File: src/ffpd_pkg.sv
// ----------------------------------------------------------------------------
// ffpd_pkg
// Types and constants shared by the form field percent decoder modules.
// ----------------------------------------------------------------------------
`default_nettype none

package ffpd_pkg;

	// characters the parser reacts to
	localparam logic [7:0] CH_NUL     = 8'h00;
	localparam logic [7:0] CH_SPACE   = 8'h20;
	localparam logic [7:0] CH_PERCENT = 8'h25;
	localparam logic [7:0] CH_AMP     = 8'h26;
	localparam logic [7:0] CH_PLUS    = 8'h2B;
	localparam logic [7:0] CH_EQ      = 8'h3D;

	// longest key the matcher compares
	localparam logic [3:0] MAX_KEY_LENGTH = 4'd8;

	// configuration register indexes
	localparam logic [1:0] REG_KEY_TEXT         = 2'd0;
	localparam logic [1:0] REG_KEY_LENGTH       = 2'd1;
	localparam logic [1:0] REG_MAX_VALUE_LENGTH = 2'd2;

	typedef struct packed {
		logic [63:0] key_text;
		logic [3:0]  key_len;
		logic [7:0]  max_value_length;
	} cfg_t;

	typedef struct packed {
		logic [7:0] body_byte;
		logic       body_last;
	} body_t;

	typedef struct packed {
		logic [7:0] out_byte;
		logic       byte_valid;
		logic       status_valid;
		logic       status_ok;
		logic       run_last;
	} result_t;

	// one result before run_last is known
	typedef struct packed {
		logic [7:0] out_byte;
		logic       byte_valid;
		logic       status_valid;
		logic       status_ok;
	} entry_t;

	// all results caused by one input word
	typedef struct packed {
		logic [1:0]       count;
		entry_t [2:0]     entry;
	} bundle_t;

endpackage

`default_nettype wire

File: src/ffpd_front.sv
// ----------------------------------------------------------------------------
// ffpd_front
// Body parser: matches the key, decodes the value and bundles the results
// of each accepted word.
// ----------------------------------------------------------------------------
`default_nettype none

module ffpd_front (
	input  wire logic              clk,
	input  wire logic              arst_n,
	input  wire logic              accept,
	input  wire ffpd_pkg::body_t   body,
	input  wire ffpd_pkg::cfg_t    cfg,
	output logic                   bundle_push,
	output ffpd_pkg::bundle_t      bundle
);
	import ffpd_pkg::*;

	typedef enum logic [3:0] {
		PH_MATCH = 4'b0001,
		PH_SKIP  = 4'b0010,
		PH_VALUE = 4'b0100,
		PH_DONE  = 4'b1000
	} phase_t;

	localparam logic [1:0] ESC_NONE    = 2'd0;
	localparam logic [1:0] ESC_PERCENT = 2'd1;
	localparam logic [1:0] ESC_ONE     = 2'd2;

	phase_t      phase_q, phase_d;
	logic [3:0]  kpos_q, kpos_d;
	logic [1:0]  esc_q, esc_d;
	logic [7:0]  pend_q, pend_d;
	logic [7:0]  cnt_q, cnt_d;
	logic        found_q, found_d;
	logic        ok_q, ok_d;
	logic        ended_q, ended_d;
	logic [1:0]  n;
	entry_t [2:0] res;

	// {is hex, value}
	function automatic logic [4:0] hex_val(input logic [7:0] c);
		logic [4:0] r;
		r = 5'b0;
		if (c >= 8'h30 && c <= 8'h39) begin
			r = {1'b1, 4'(c - 8'h30)};
		end else if (c >= 8'h61 && c <= 8'h66) begin
			r = {1'b1, 4'(c - 8'h57)};
		end else if (c >= 8'h41 && c <= 8'h46) begin
			r = {1'b1, 4'(c - 8'h37)};
		end
		return r;
	endfunction

	function automatic entry_t byte_entry(input logic [7:0] b);
		entry_t e;
		e = '0;
		e.out_byte = b;
		e.byte_valid = 1'b1;
		return e;
	endfunction

	always_comb begin
		logic [3:0] kl;
		logic [7:0] kc;
		logic [7:0] b;
		logic [4:0] hi_h;
		logic [4:0] lo_h;
		entry_t     st;
		phase_d = phase_q;
		kpos_d  = kpos_q;
		esc_d   = esc_q;
		pend_d  = pend_q;
		cnt_d   = cnt_q;
		found_d = found_q;
		ok_d    = ok_q;
		ended_d = ended_q;
		n       = 2'd0;
		res     = '0;
		b       = body.body_byte;
		kl      = (cfg.key_len > MAX_KEY_LENGTH) ? MAX_KEY_LENGTH : cfg.key_len;
		kc      = cfg.key_text[{kpos_q[2:0], 3'b000} +: 8];
		hi_h    = hex_val(pend_q);
		lo_h    = hex_val(b);
		st      = '0;
		if (accept) begin
			if (!ended_q) begin
				if (b == CH_NUL) begin
					ended_d = 1'b1;
				end else if (b != CH_AMP) begin
					case (phase_q)
						PH_MATCH: begin
							if (kpos_q < kl) begin
								if (b == kc) begin
									kpos_d = kpos_q + 4'd1;
								end else begin
									phase_d = PH_SKIP;
								end
							end else if (b == CH_EQ) begin
								found_d = 1'b1;
								phase_d = PH_VALUE;
								cnt_d   = 8'd0;
								esc_d   = ESC_NONE;
							end else begin
								phase_d = PH_SKIP;
							end
						end
						PH_VALUE: begin
							case (esc_q)
								ESC_NONE: begin
									if (cnt_q >= cfg.max_value_length) begin
										phase_d = PH_DONE;
										ok_d    = 1'b0;
									end else if (b == CH_PLUS) begin
										res[n] = byte_entry(CH_SPACE);
										n      = n + 2'd1;
										cnt_d  = cnt_q + 8'd1;
									end else if (b == CH_PERCENT) begin
										esc_d = ESC_PERCENT;
									end else begin
										res[n] = byte_entry(b);
										n      = n + 2'd1;
										cnt_d  = cnt_q + 8'd1;
									end
								end
								ESC_PERCENT: begin
									pend_d = b;
									esc_d  = ESC_ONE;
								end
								default: begin
									if (hi_h[4] && lo_h[4]) begin
										res[n] = byte_entry({hi_h[3:0], lo_h[3:0]});
										n      = n + 2'd1;
										cnt_d  = cnt_q + 8'd1;
										esc_d  = ESC_NONE;
									end else begin
										phase_d = PH_DONE;
										ok_d    = 1'b0;
										esc_d   = ESC_NONE;
									end
								end
							endcase
						end
						default: ;
					endcase
				end
				// end of field: flush a short escape, close the value, or restart key matching
				if (b == CH_NUL || b == CH_AMP || body.body_last) begin
					if (phase_d == PH_VALUE) begin
						if (esc_d != ESC_NONE) begin
							res[n] = byte_entry(CH_PERCENT);
							n      = n + 2'd1;
							cnt_d  = cnt_d + 8'd1;
						end
						if (esc_d == ESC_ONE && cnt_d >= cfg.max_value_length) begin
							phase_d = PH_DONE;
							ok_d    = 1'b0;
							esc_d   = ESC_NONE;
						end else begin
							if (esc_d == ESC_ONE) begin
								res[n] = byte_entry((pend_d == CH_PLUS) ? CH_SPACE : pend_d);
								n      = n + 2'd1;
								cnt_d  = cnt_d + 8'd1;
							end
							esc_d   = ESC_NONE;
							phase_d = PH_DONE;
							ok_d    = 1'b1;
						end
					end else if (phase_d != PH_DONE) begin
						phase_d = PH_MATCH;
						kpos_d  = 4'd0;
					end
				end
			end
			if (body.body_last) begin
				st.status_valid = 1'b1;
				st.status_ok    = found_d && ok_d;
				res[n]  = st;
				n       = n + 2'd1;
				phase_d = PH_MATCH;
				kpos_d  = 4'd0;
				esc_d   = ESC_NONE;
				pend_d  = 8'd0;
				cnt_d   = 8'd0;
				found_d = 1'b0;
				ok_d    = 1'b0;
				ended_d = 1'b0;
			end
		end
	end

	always_ff @(posedge clk or negedge arst_n) begin
		if (!arst_n) begin
			phase_q <= PH_MATCH;
			kpos_q  <= 4'd0;
			esc_q   <= ESC_NONE;
			pend_q  <= 8'd0;
			cnt_q   <= 8'd0;
			found_q <= 1'b0;
			ok_q    <= 1'b0;
			ended_q <= 1'b0;
		end else begin
			phase_q <= phase_d;
			kpos_q  <= kpos_d;
			esc_q   <= esc_d;
			pend_q  <= pend_d;
			cnt_q   <= cnt_d;
			found_q <= found_d;
			ok_q    <= ok_d;
			ended_q <= ended_d;
		end
	end

	assign bundle_push  = accept && (n != 2'd0);
	assign bundle.count = n;
	assign bundle.entry = res;

endmodule

`default_nettype wire

File: src/ffpd_queue.sv
// ----------------------------------------------------------------------------
// ffpd_queue
// Small first-in first-out buffer of result bundles between parser and
// output serializer.
// ----------------------------------------------------------------------------
`default_nettype none

module ffpd_queue #(
	parameter int DEPTH = 4
) (
	input  wire logic              clk,
	input  wire logic              arst_n,
	input  wire logic              wr_en,
	input  wire ffpd_pkg::bundle_t wr_data,
	output logic                   full,
	input  wire logic              rd_en,
	output ffpd_pkg::bundle_t      rd_data,
	output logic                   empty
);
	import ffpd_pkg::*;

	localparam int PTR_W = $clog2(DEPTH);
	localparam int CNT_W = $clog2(DEPTH + 1);

	bundle_t            mem_q [DEPTH];
	logic [PTR_W-1:0]   wr_ptr_q;
	logic [PTR_W-1:0]   rd_ptr_q;
	logic [CNT_W-1:0]   count_q;
	logic               do_wr;
	logic               do_rd;

	assign full  = (count_q == CNT_W'(DEPTH));
	assign empty = (count_q == '0);
	assign do_wr = wr_en && !full;
	assign do_rd = rd_en && !empty;
	assign rd_data = mem_q[rd_ptr_q];

	always_ff @(posedge clk) begin
		if (do_wr) begin
			mem_q[wr_ptr_q] <= wr_data;
		end
	end

	always_ff @(posedge clk or negedge arst_n) begin
		if (!arst_n) begin
			wr_ptr_q <= '0;
			rd_ptr_q <= '0;
			count_q  <= '0;
		end else begin
			if (do_wr) begin
				wr_ptr_q <= (wr_ptr_q == PTR_W'(DEPTH - 1)) ? '0 : wr_ptr_q + 1'b1;
			end
			if (do_rd) begin
				rd_ptr_q <= (rd_ptr_q == PTR_W'(DEPTH - 1)) ? '0 : rd_ptr_q + 1'b1;
			end
			if (do_wr && !do_rd) begin
				count_q <= count_q + 1'b1;
			end else if (do_rd && !do_wr) begin
				count_q <= count_q - 1'b1;
			end
		end
	end

endmodule

`default_nettype wire

File: src/ffpd_back.sv
// ----------------------------------------------------------------------------
// ffpd_back
// Output serializer: walks the results of each bundle into the output
// register, marking the last one.
// ----------------------------------------------------------------------------
`default_nettype none

module ffpd_back (
	input  wire logic              clk,
	input  wire logic              arst_n,
	input  wire ffpd_pkg::bundle_t head,
	input  wire logic              head_empty,
	output logic                   head_pop,
	output logic                   empty,
	input  wire logic              pop,
	output ffpd_pkg::result_t      result
);
	import ffpd_pkg::*;

	logic [1:0] idx_q;
	logic       valid_q;
	result_t    out_q;
	entry_t     cur;
	logic       cur_last;
	logic       load;

	assign cur      = head.entry[idx_q];
	assign cur_last = (idx_q == head.count - 2'd1);
	// output register refills while the old word is popped
	assign load     = !head_empty && (!valid_q || pop);
	assign head_pop = load && cur_last;

	always_ff @(posedge clk) begin
		if (load) begin
			out_q <= {cur.out_byte, cur.byte_valid, cur.status_valid, cur.status_ok,
				cur_last};
		end
	end

	always_ff @(posedge clk or negedge arst_n) begin
		if (!arst_n) begin
			idx_q   <= 2'd0;
			valid_q <= 1'b0;
		end else begin
			if (load) begin
				valid_q <= 1'b1;
				idx_q   <= cur_last ? 2'd0 : idx_q + 2'd1;
			end else if (pop) begin
				valid_q <= 1'b0;
			end
		end
	end

	assign empty  = !valid_q;
	assign result = out_q;

endmodule

`default_nettype wire

File: src/form_field_percent_decoder.sv
// ----------------------------------------------------------------------------
// form_field_percent_decoder
// Finds one key in a URL-encoded form body and streams its decoded value.
// ----------------------------------------------------------------------------
// Body words enter on push/full, one per cycle while full is low. Each word
// carries a byte and a last flag. Results leave on empty/pop: decoded value
// bytes, then one status word on the body's last byte; run_last marks the
// last result caused by one body word. A word may cause zero to three
// results.
// With the output side idle, the first result of a word passes through the
// bundle queue and the output register to the output ports. The parser
// takes one word per cycle while full is low; the output side gives one
// result per cycle while pop is high, so words that cause several results
// are drained at that rate through a QUEUE_DEPTH-entry bundle queue.
// When the receiver stalls the queue fills and full rises; nothing is lost.
// Reset clears the parser and queue and loads key_len 4, key_text 0,
// max_value_length 32. Registers are written through wr_en/wr_index/wr_data
// by the user, who must do so only while the block is idle; the block does not enforce it. Index 3 is ignored.
// ----------------------------------------------------------------------------
`default_nettype none

module form_field_percent_decoder #(
	parameter int QUEUE_DEPTH = 4
) (
	input  wire logic              clk,
	input  wire logic              arst_n,
	input  wire logic              push,
	output logic                   full,
	input  wire ffpd_pkg::body_t   body,
	output logic                   empty,
	input  wire logic              pop,
	output ffpd_pkg::result_t      result,
	input  wire logic              wr_en,
	input  wire logic [1:0]        wr_index,
	input  wire logic [63:0]       wr_data
);
	import ffpd_pkg::*;

	cfg_t    cfg_q;
	logic    accept;
	logic    bundle_push;
	bundle_t bundle;
	bundle_t head;
	logic    head_empty;
	logic    head_pop;

	always_ff @(posedge clk or negedge arst_n) begin
		if (!arst_n) begin
			cfg_q.key_text         <= 64'd0;
			cfg_q.key_len          <= 4'd4;
			cfg_q.max_value_length <= 8'd32;
		end else if (wr_en) begin
			case (wr_index)
				REG_KEY_TEXT:         cfg_q.key_text <= wr_data;
				REG_KEY_LENGTH:       cfg_q.key_len <= wr_data[3:0];
				REG_MAX_VALUE_LENGTH: cfg_q.max_value_length <= wr_data[7:0];
				default: ;
			endcase
		end
	end

	assign accept = push && !full;

	ffpd_front u_front (
		.clk         (clk),
		.arst_n      (arst_n),
		.accept      (accept),
		.body        (body),
		.cfg         (cfg_q),
		.bundle_push (bundle_push),
		.bundle      (bundle)
	);

	ffpd_queue #(
		.DEPTH (QUEUE_DEPTH)
	) u_queue (
		.clk     (clk),
		.arst_n  (arst_n),
		.wr_en   (bundle_push),
		.wr_data (bundle),
		.full    (full),
		.rd_en   (head_pop),
		.rd_data (head),
		.empty   (head_empty)
	);

	ffpd_back u_back (
		.clk        (clk),
		.arst_n     (arst_n),
		.head       (head),
		.head_empty (head_empty),
		.head_pop   (head_pop),
		.empty      (empty),
		.pop        (pop),
		.result     (result)
	);

`ifndef SYNTHESIS
	a_status_is_last: assert property (@(posedge clk) disable iff (!arst_n)
		(!empty && result.status_valid) |-> result.run_last)
		else $error("status word not marked last");

	a_one_kind: assert property (@(posedge clk) disable iff (!arst_n)
		!empty |-> (result.byte_valid != result.status_valid))
		else $error("result word is neither byte nor status, or both");

	a_bundle_nonempty: assert property (@(posedge clk) disable iff (!arst_n)
		bundle_push |-> (bundle.count != 2'd0))
		else $error("empty bundle queued");

	a_no_pop_empty_queue: assert property (@(posedge clk) disable iff (!arst_n)
		head_pop |-> !head_empty)
		else $error("bundle queue read while empty");
`endif

endmodule

`default_nettype wire

File: config.mk
export PLATFORM = sky130hd
export DESIGN_NAME = form_field_percent_decoder
export DESIGN_NICKNAME = d
export VERILOG_FILES = /design/src/ffpd_pkg.sv /design/src/ffpd_front.sv /design/src/ffpd_queue.sv /design/src/ffpd_back.sv /design/src/form_field_percent_decoder.sv
export SDC_FILE = /design/constraint.sdc
export NUM_CORES = 1
export LEC_CHECK = 0
export ABC_AREA = 1
export BUFFER_PORTS_ARGS = -buffer_cell sky130_fd_sc_hd__buf_4
export CAP_MARGIN = 20
export CORE_UTILIZATION = 45
export CTS_BUF_LIST = sky130_fd_sc_hd__clkbuf_16
export DETAILED_ROUTE_END_ITERATION = 7
export PLACE_DENSITY = 0.65
export SLEW_MARGIN = 20
export SYNTH_ARGS = -nofsm -noshare
export SYNTH_HDL_FRONTEND = slang
export SYNTH_SLANG_ARGS = --single-unit
File: constraint.sdc
create_clock -name clk -period 15.53 [get_ports clk]
set_input_delay 1.553 -clock clk [delete_from_list [all_inputs] [get_ports clk]]
set_output_delay 1.553 -clock clk [all_outputs]
set_load 0.1 [all_outputs]
Word level (Yosys, flattened, before mapping)
Memory sizes are Yosys's and may differ from the RTL's.
Cells that the tools add are included.
{"block": "classes", "n_addsub": 19, "magnitude_cmp": 23, "eq_ne": 20, "n_shift": 1, "n_mux": 168, "n_bitwise": 3, "reduce_logical": 40}
{"op": "$mux 33", "n": 13}
{"op": "$mux 8", "n": 30}
{"op": "$mux 11", "n": 13}
{"op": "$mux 4", "n": 24}
{"op": "$mux 2", "n": 36}
{"op": "$bwmux 33", "n": 2}
{"op": "$demux 11 s2", "n": 3}
{"op": "$shiftx 64x7->8", "n": 1}
{"op": "$eq 8x6->1 const B", "n": 5}
{"op": "$ge 8x7->1 const B", "n": 4}
{"op": "$le 8x7->1 const B", "n": 4}
{"op": "$pmux 8 s2", "n": 2}
{"op": "$mux 5", "n": 6}
{"op": "$mux 1", "n": 28}
{"op": "$add 8x1->8 const B", "n": 3}
{"op": "$bmux 11 s2", "n": 1}
{"op": "$pmux 11 s2", "n": 1}
{"op": "$and 7x21->21", "n": 1}
{"op": "$not 21->21", "n": 1}
{"op": "$logic_and 1x1->1", "n": 20}
{"op": "$ge 8x6->1 const B", "n": 2}
{"op": "$ge 8x8->1", "n": 2}
{"op": "$le 8x6->1 const B", "n": 2}
{"op": "$pmux 4 s2", "n": 2}
{"op": "32 further kinds", "n": 68}
{"block": "totals", "regBits": 127, "mem_bits_rw": 140, "inputBits": 80, "out_inout_bits": 14, "n_memories": 1}
{"name": "u_queue.mem_q", "words": 4, "width": 35, "read_ports": 1, "rd_clocked_by_memory_dff": 0, "wr": 1, "line": "ffpd_queue.sv:25", "rtl": "bundle_t mem_q [DEPTH];"}

Longest topological paths before layout
{"block": "depth", "ltp_word": 36, "depth_mapped": 45}

Modules after synthesis
A second synthesis with hierarchy kept.
{"block": "hier_totals", "cells_unflattened": 1772, "area_unflattened_um2": 14959.3}
{"mod": "ffpd_queue", "instances": 1, "cells_per_inst": 469, "area_per_inst_um2": 6014.5}
{"mod": "ffpd_front", "instances": 1, "cells_per_inst": 871, "area_per_inst_um2": 4979.8}
{"mod": "form_field_percent_decoder", "instances": 1, "cells_per_inst": 335, "area_per_inst_um2": 3158.0}
{"mod": "ffpd_back", "instances": 1, "cells_per_inst": 97, "area_per_inst_um2": 807.0}

Least setup slack after synthesis
No wires, ideal clock.
{"block": "synth_timing", "path_type": "input -> register", "startpoint": "in body[2] (netlist name)", "endpoint": "mem u_queue.mem_q[0][0] (netlist name) (enable)", "t_arrival_ns": 6.506, "required_time_ns": 15.131, "setup_slack_ns": 8.625, "cell_stages": 37, "n_path_buf": 0, "path_cell_list": "inv_1 -> ha_1 -> inv_1 -> nand2_1 -> o211ai_2 -> nand2_1 -> nand2_2 -> o21ai_4 -> nand3_4 -> nand2_1 -> nand2_1 -> inv_1 -> ha_1 -> nand2_1 -> inv_2 -> nand3_2 -> xor2_1 -> inv_1 -> ha_1 -> nand4_1 -> inv_1 -> nand2_1 -> o211ai_1 -> nor2_1 -> nand3_2 -> inv_2 -> or2_1 -> nand2_1 -> nand3_2 -> nand3_2 -> ha_1 -> and3_1 -> o21bai_4 -> inv_2 -> nand2_4 -> inv_2 -> nor2_2"}
{"item": "from (decl)", "line": "form_field_percent_decoder.sv:29", "rtl": "input wire ffpd_pkg::body_t body,"}
{"item": "to (decl)", "line": "ffpd_queue.sv:25"}

==> metrics.md <==
| Metric | Value |
|---|---|
| Status | completed |
| Max incr delay on CP | 0.46 ns |
| Fin. max-slew vios | 0 |
| Routed length on met1 | 15100 µm |
| Worst-skew pair later-pin latency | 0.56 ns |
| Worst clock skew | 0.0154 ns |
| Ratio of cells with drive above 1 in the final layout | 0.142 |
| DR vias | 10906 |
| H-tree depth | 1 |
| Critical path launch point type | primary input |
| GR Util All Layers | 0.220 |
| Sequential area share after synthesis | 0.532 |
| I/O Pins | 94 |
| Delay-heaviest family, CP | simple AND/OR/NAND/NOR gates |
| Net total in the final layout | 1749 |
| Setup_tns | 0 ns |
| Area contributors post-synth | edfxtp_1 33%, dfrtp_1 20%, nand2_1 8.1% |
| Max layer used | met4 |
| Min Tclk post-route | 7.09 ns |
| Post-Syn Instances | 1546 |
| Data arrival, critical path | 7.29 ns |
| Buf/Inv on CP | 7 |
| Clk sink count | 267 |
| Rows | 64 |
| Worst-path clk slew | 0.06 ns |
| Wire length on met2 | 16600 µm |
| Max FO, Critical Path | 26 |
| Clock Path Buffers | 3 |
| Number of synthesized register bits | 267 |
| Fillers | 2804 |
| Routed len/inst | 16.7 µm |
| DRT Pass-1 Iters | 5 |
| Remaining global-route overflow | 0 |
| Worst Tran Pin Value | 1.07 ns |
| # diodes | 0 |
| # DRC | 0 |
| F_max | 141 MHz |
| Syn_area_per_cell | 9.06 µm² |
| Post-synth net total | 1668 |
| WP data required | 15.74 ns |
| Synth cell types | 57 |
| Number of synthesized flops with an enable pin | 152 |
| Placer Congestion | 0.911 |
| Synth area leader | edfxtp_1 |
| Initial antenna violation count | 0 |
| Met3 WL | 1730 µm |
| Register Area | 0.00745 mm² |
| Area Overhead vs Synth | 14.6% |
| Leak pwr | 6.97 nW |
| Slew Limit Headroom | 0.287 |
| Fin util | 0.525 |
| Final antenna-violating net count | 0 |
| Setup bufs post-CTS | 0 |
| Via-per-instance ratio | 5.33 |
| Final setup vio count | 0 |
| VDD IR max | 80.7 µV |
| Area of the multi-input gates | 0.00560 mm² |
| Number of max-cap violations | 0 |
| Fraction of registers with async set/reset | 0.431 |
| Final Hold Viols | 0 |
| CP endpoint kind | flip-flop |
| Largest net degree at the start of global routing | 100 |
| Die area | 0.0318 mm² |
| HP Class | reg -> reg |
| Root Buffer | clkbuf_16 |
| Post-CTS Resized | 0 |
| Die H | 178 µm |
| Power per cell area | 145 mW/mm² |
| Core ar. | 0.0306 mm² |
| Top-area cell type share of the netlist area | 0.326 |
| Post-route insts no fill | 2045 |
| Cell Area, Synth | 0.0140 mm² |
| Initial DRC Count | 1012 |
| I/O Buffers | 93 |
| Post-CTS Hold Buffers | 0 |
| Placed cells | 1991 |
| Num CTS Buffers | 28 |
| Slowest CP cell | nor2_2 |
| Chip Width | 178 µm |
| Post-DP HPWL | 23500 µm |
| Unrepaired setup endpoints after global routing | false |
| Clock tree from TritonCTS | done |
| Main synth FF type | edfxtp_1 |
| Final worst path period share | 0.456 |
| Synth warn | 0 |
| Worst Setup Path Type | in -> reg |
| Vias in the first global route | 10580 |
| First-pass GRT wire length | 55300 µm |
| Initial core utilization | 0.458 |
| Detailed Route WL | 34100 µm |
==> layout make-up <==
type                    instances  area share
inverters                     183      0.0436
clock buffers                  28      0.0436
multi-input cells            1039       0.349
repair buffers                108      0.0546
well taps                     396      0.0309
clock inverters                24      0.0144
flip-flops and latches        267       0.464
==> where the power goes <==
part           total [mW]  leakage [nW]  switching [mW]  internal (mW)
registers           0.915          2.85          0.0375          0.878
clock network       0.673         0.468           0.279          0.394
logic               0.735          3.66           0.521          0.215
total                2.32          6.97           0.837           1.49
==> path summary, 6_finish.rpt <==
| check | slack [ns] | depth (start not counted) | from | to |
|---|---|---|---|---|
| setup / recovery | 8.44 | 34 | body[1] | u_queue.mem_q[2][31] |
| hold / removal | 0.48 | 2 | cfg_q[4] | cfg_q[4] |
| setup reg to reg | 8.82 | 37 | cfg_q[5] | u_queue.mem_q[2][31] |
| hold reg to reg | 0.48 | 2 | cfg_q[4] | cfg_q[4] |
| max in group asynchronous | 13.17 | 2 | arst_n | cfg_q[0] |
| min in group asynchronous | 1.03 | 1 | arst_n | u_queue.rd_ptr_q[1] |
==> stage by stage <==
step	instance area (µm²)	hold WS, ns	power, mW	setup slack [ns]
floorplan	14000	0.453	1.46	8.63
global route	16100	0.500	2.45	7.91
CTS	16000	0.490	2.34	8.33
global placement	15000	0.469	1.65	7.94
detailed placement	15100	0.475	1.67	7.76
finish	16100	0.484	2.32	8.44
==> cell usage in the layout (no fill, tap or decap), types with 4 or more instances in the layout <==
cell type,Yosys,final
nand4_1,16,16
mux2_2,29,29
a32o_1,6,6
edfxtp_1,152,152
clkinv_1,2,11
o221ai_1,15,15
ha_1,41,41
nand3_4,3,4
buf_4,6,104
nor2_4,1,5
inv_1,170,174
o22ai_1,36,36
nand2_1,301,301
dfrtp_1,112,111
nand3_2,6,6
nor2_1,210,210
o21ai_0,131,131
o211ai_1,14,14
nor3_1,7,7
clkbuf_16,0,28
nand2_4,4,4
nand2_2,4,4
bufinv_16,0,4
nand3_1,88,87
clkinv_2,0,5
o21ai_1,9,9
inv_2,8,8
a21oi_1,60,60
xor2_1,13,13
nor2_2,11,7
==> worst min-delay path: stages, from the launching register on <==
cell     delay [ns]
dfrtp_1        0.34
nand2_1        0.05
o21ai_0        0.06
==> registers in the layout (all words and copies together), names as in the netlist, 3 cells and up <==
signal	count
u_queue.mem_q	140
u_front.kpos_q	4
u_back.result	12
cfg_q	76
u_front.cnt_q	8
u_front.pend_q	8
u_front.phase_q	4
u_queue.count_q	3
==> cell usage after synthesis (7+ instances only) <==
| cell type | count |
|---|---|
| ha_1 | 41 |
| clkbuf_1 | 41 |
| a21oi_1 | 60 |
| buf_6 | 7 |
| nand4_1 | 16 |
| inv_2 | 8 |
| nand2_1 | 301 |
| nand3_1 | 88 |
| xor2_1 | 13 |
| o211ai_1 | 14 |
| edfxtp_1 | 152 |
| o21ai_0 | 131 |
| o221ai_1 | 15 |
| inv_1 | 170 |
| o22ai_1 | 36 |
| nor2_2 | 11 |
| o21ai_1 | 9 |
| nor3_1 | 7 |
| mux2_2 | 29 |
| nor2_1 | 210 |
| dfrtp_1 | 112 |
==> routing by layer <==
layer,GRT usage,vias to the layer above
met4,0.0519,0
met2,0.379,256
met5,0,-
li1,-,5384
met3,0.0296,48
met1,0.294,5218
==> cell families after synthesis <==
family                   share of synthesized area
AND/OR/NAND/NOR                              0.203
AO/OA/AOI/OAI                                0.124
flip-flops                                   0.532
buffers and inverters                       0.0709
adder cells (fa/ha/maj)                     0.0381
multiplexers                                0.0233
XOR/XNOR                                   0.00938
Power figures use the tool's default switching activity.
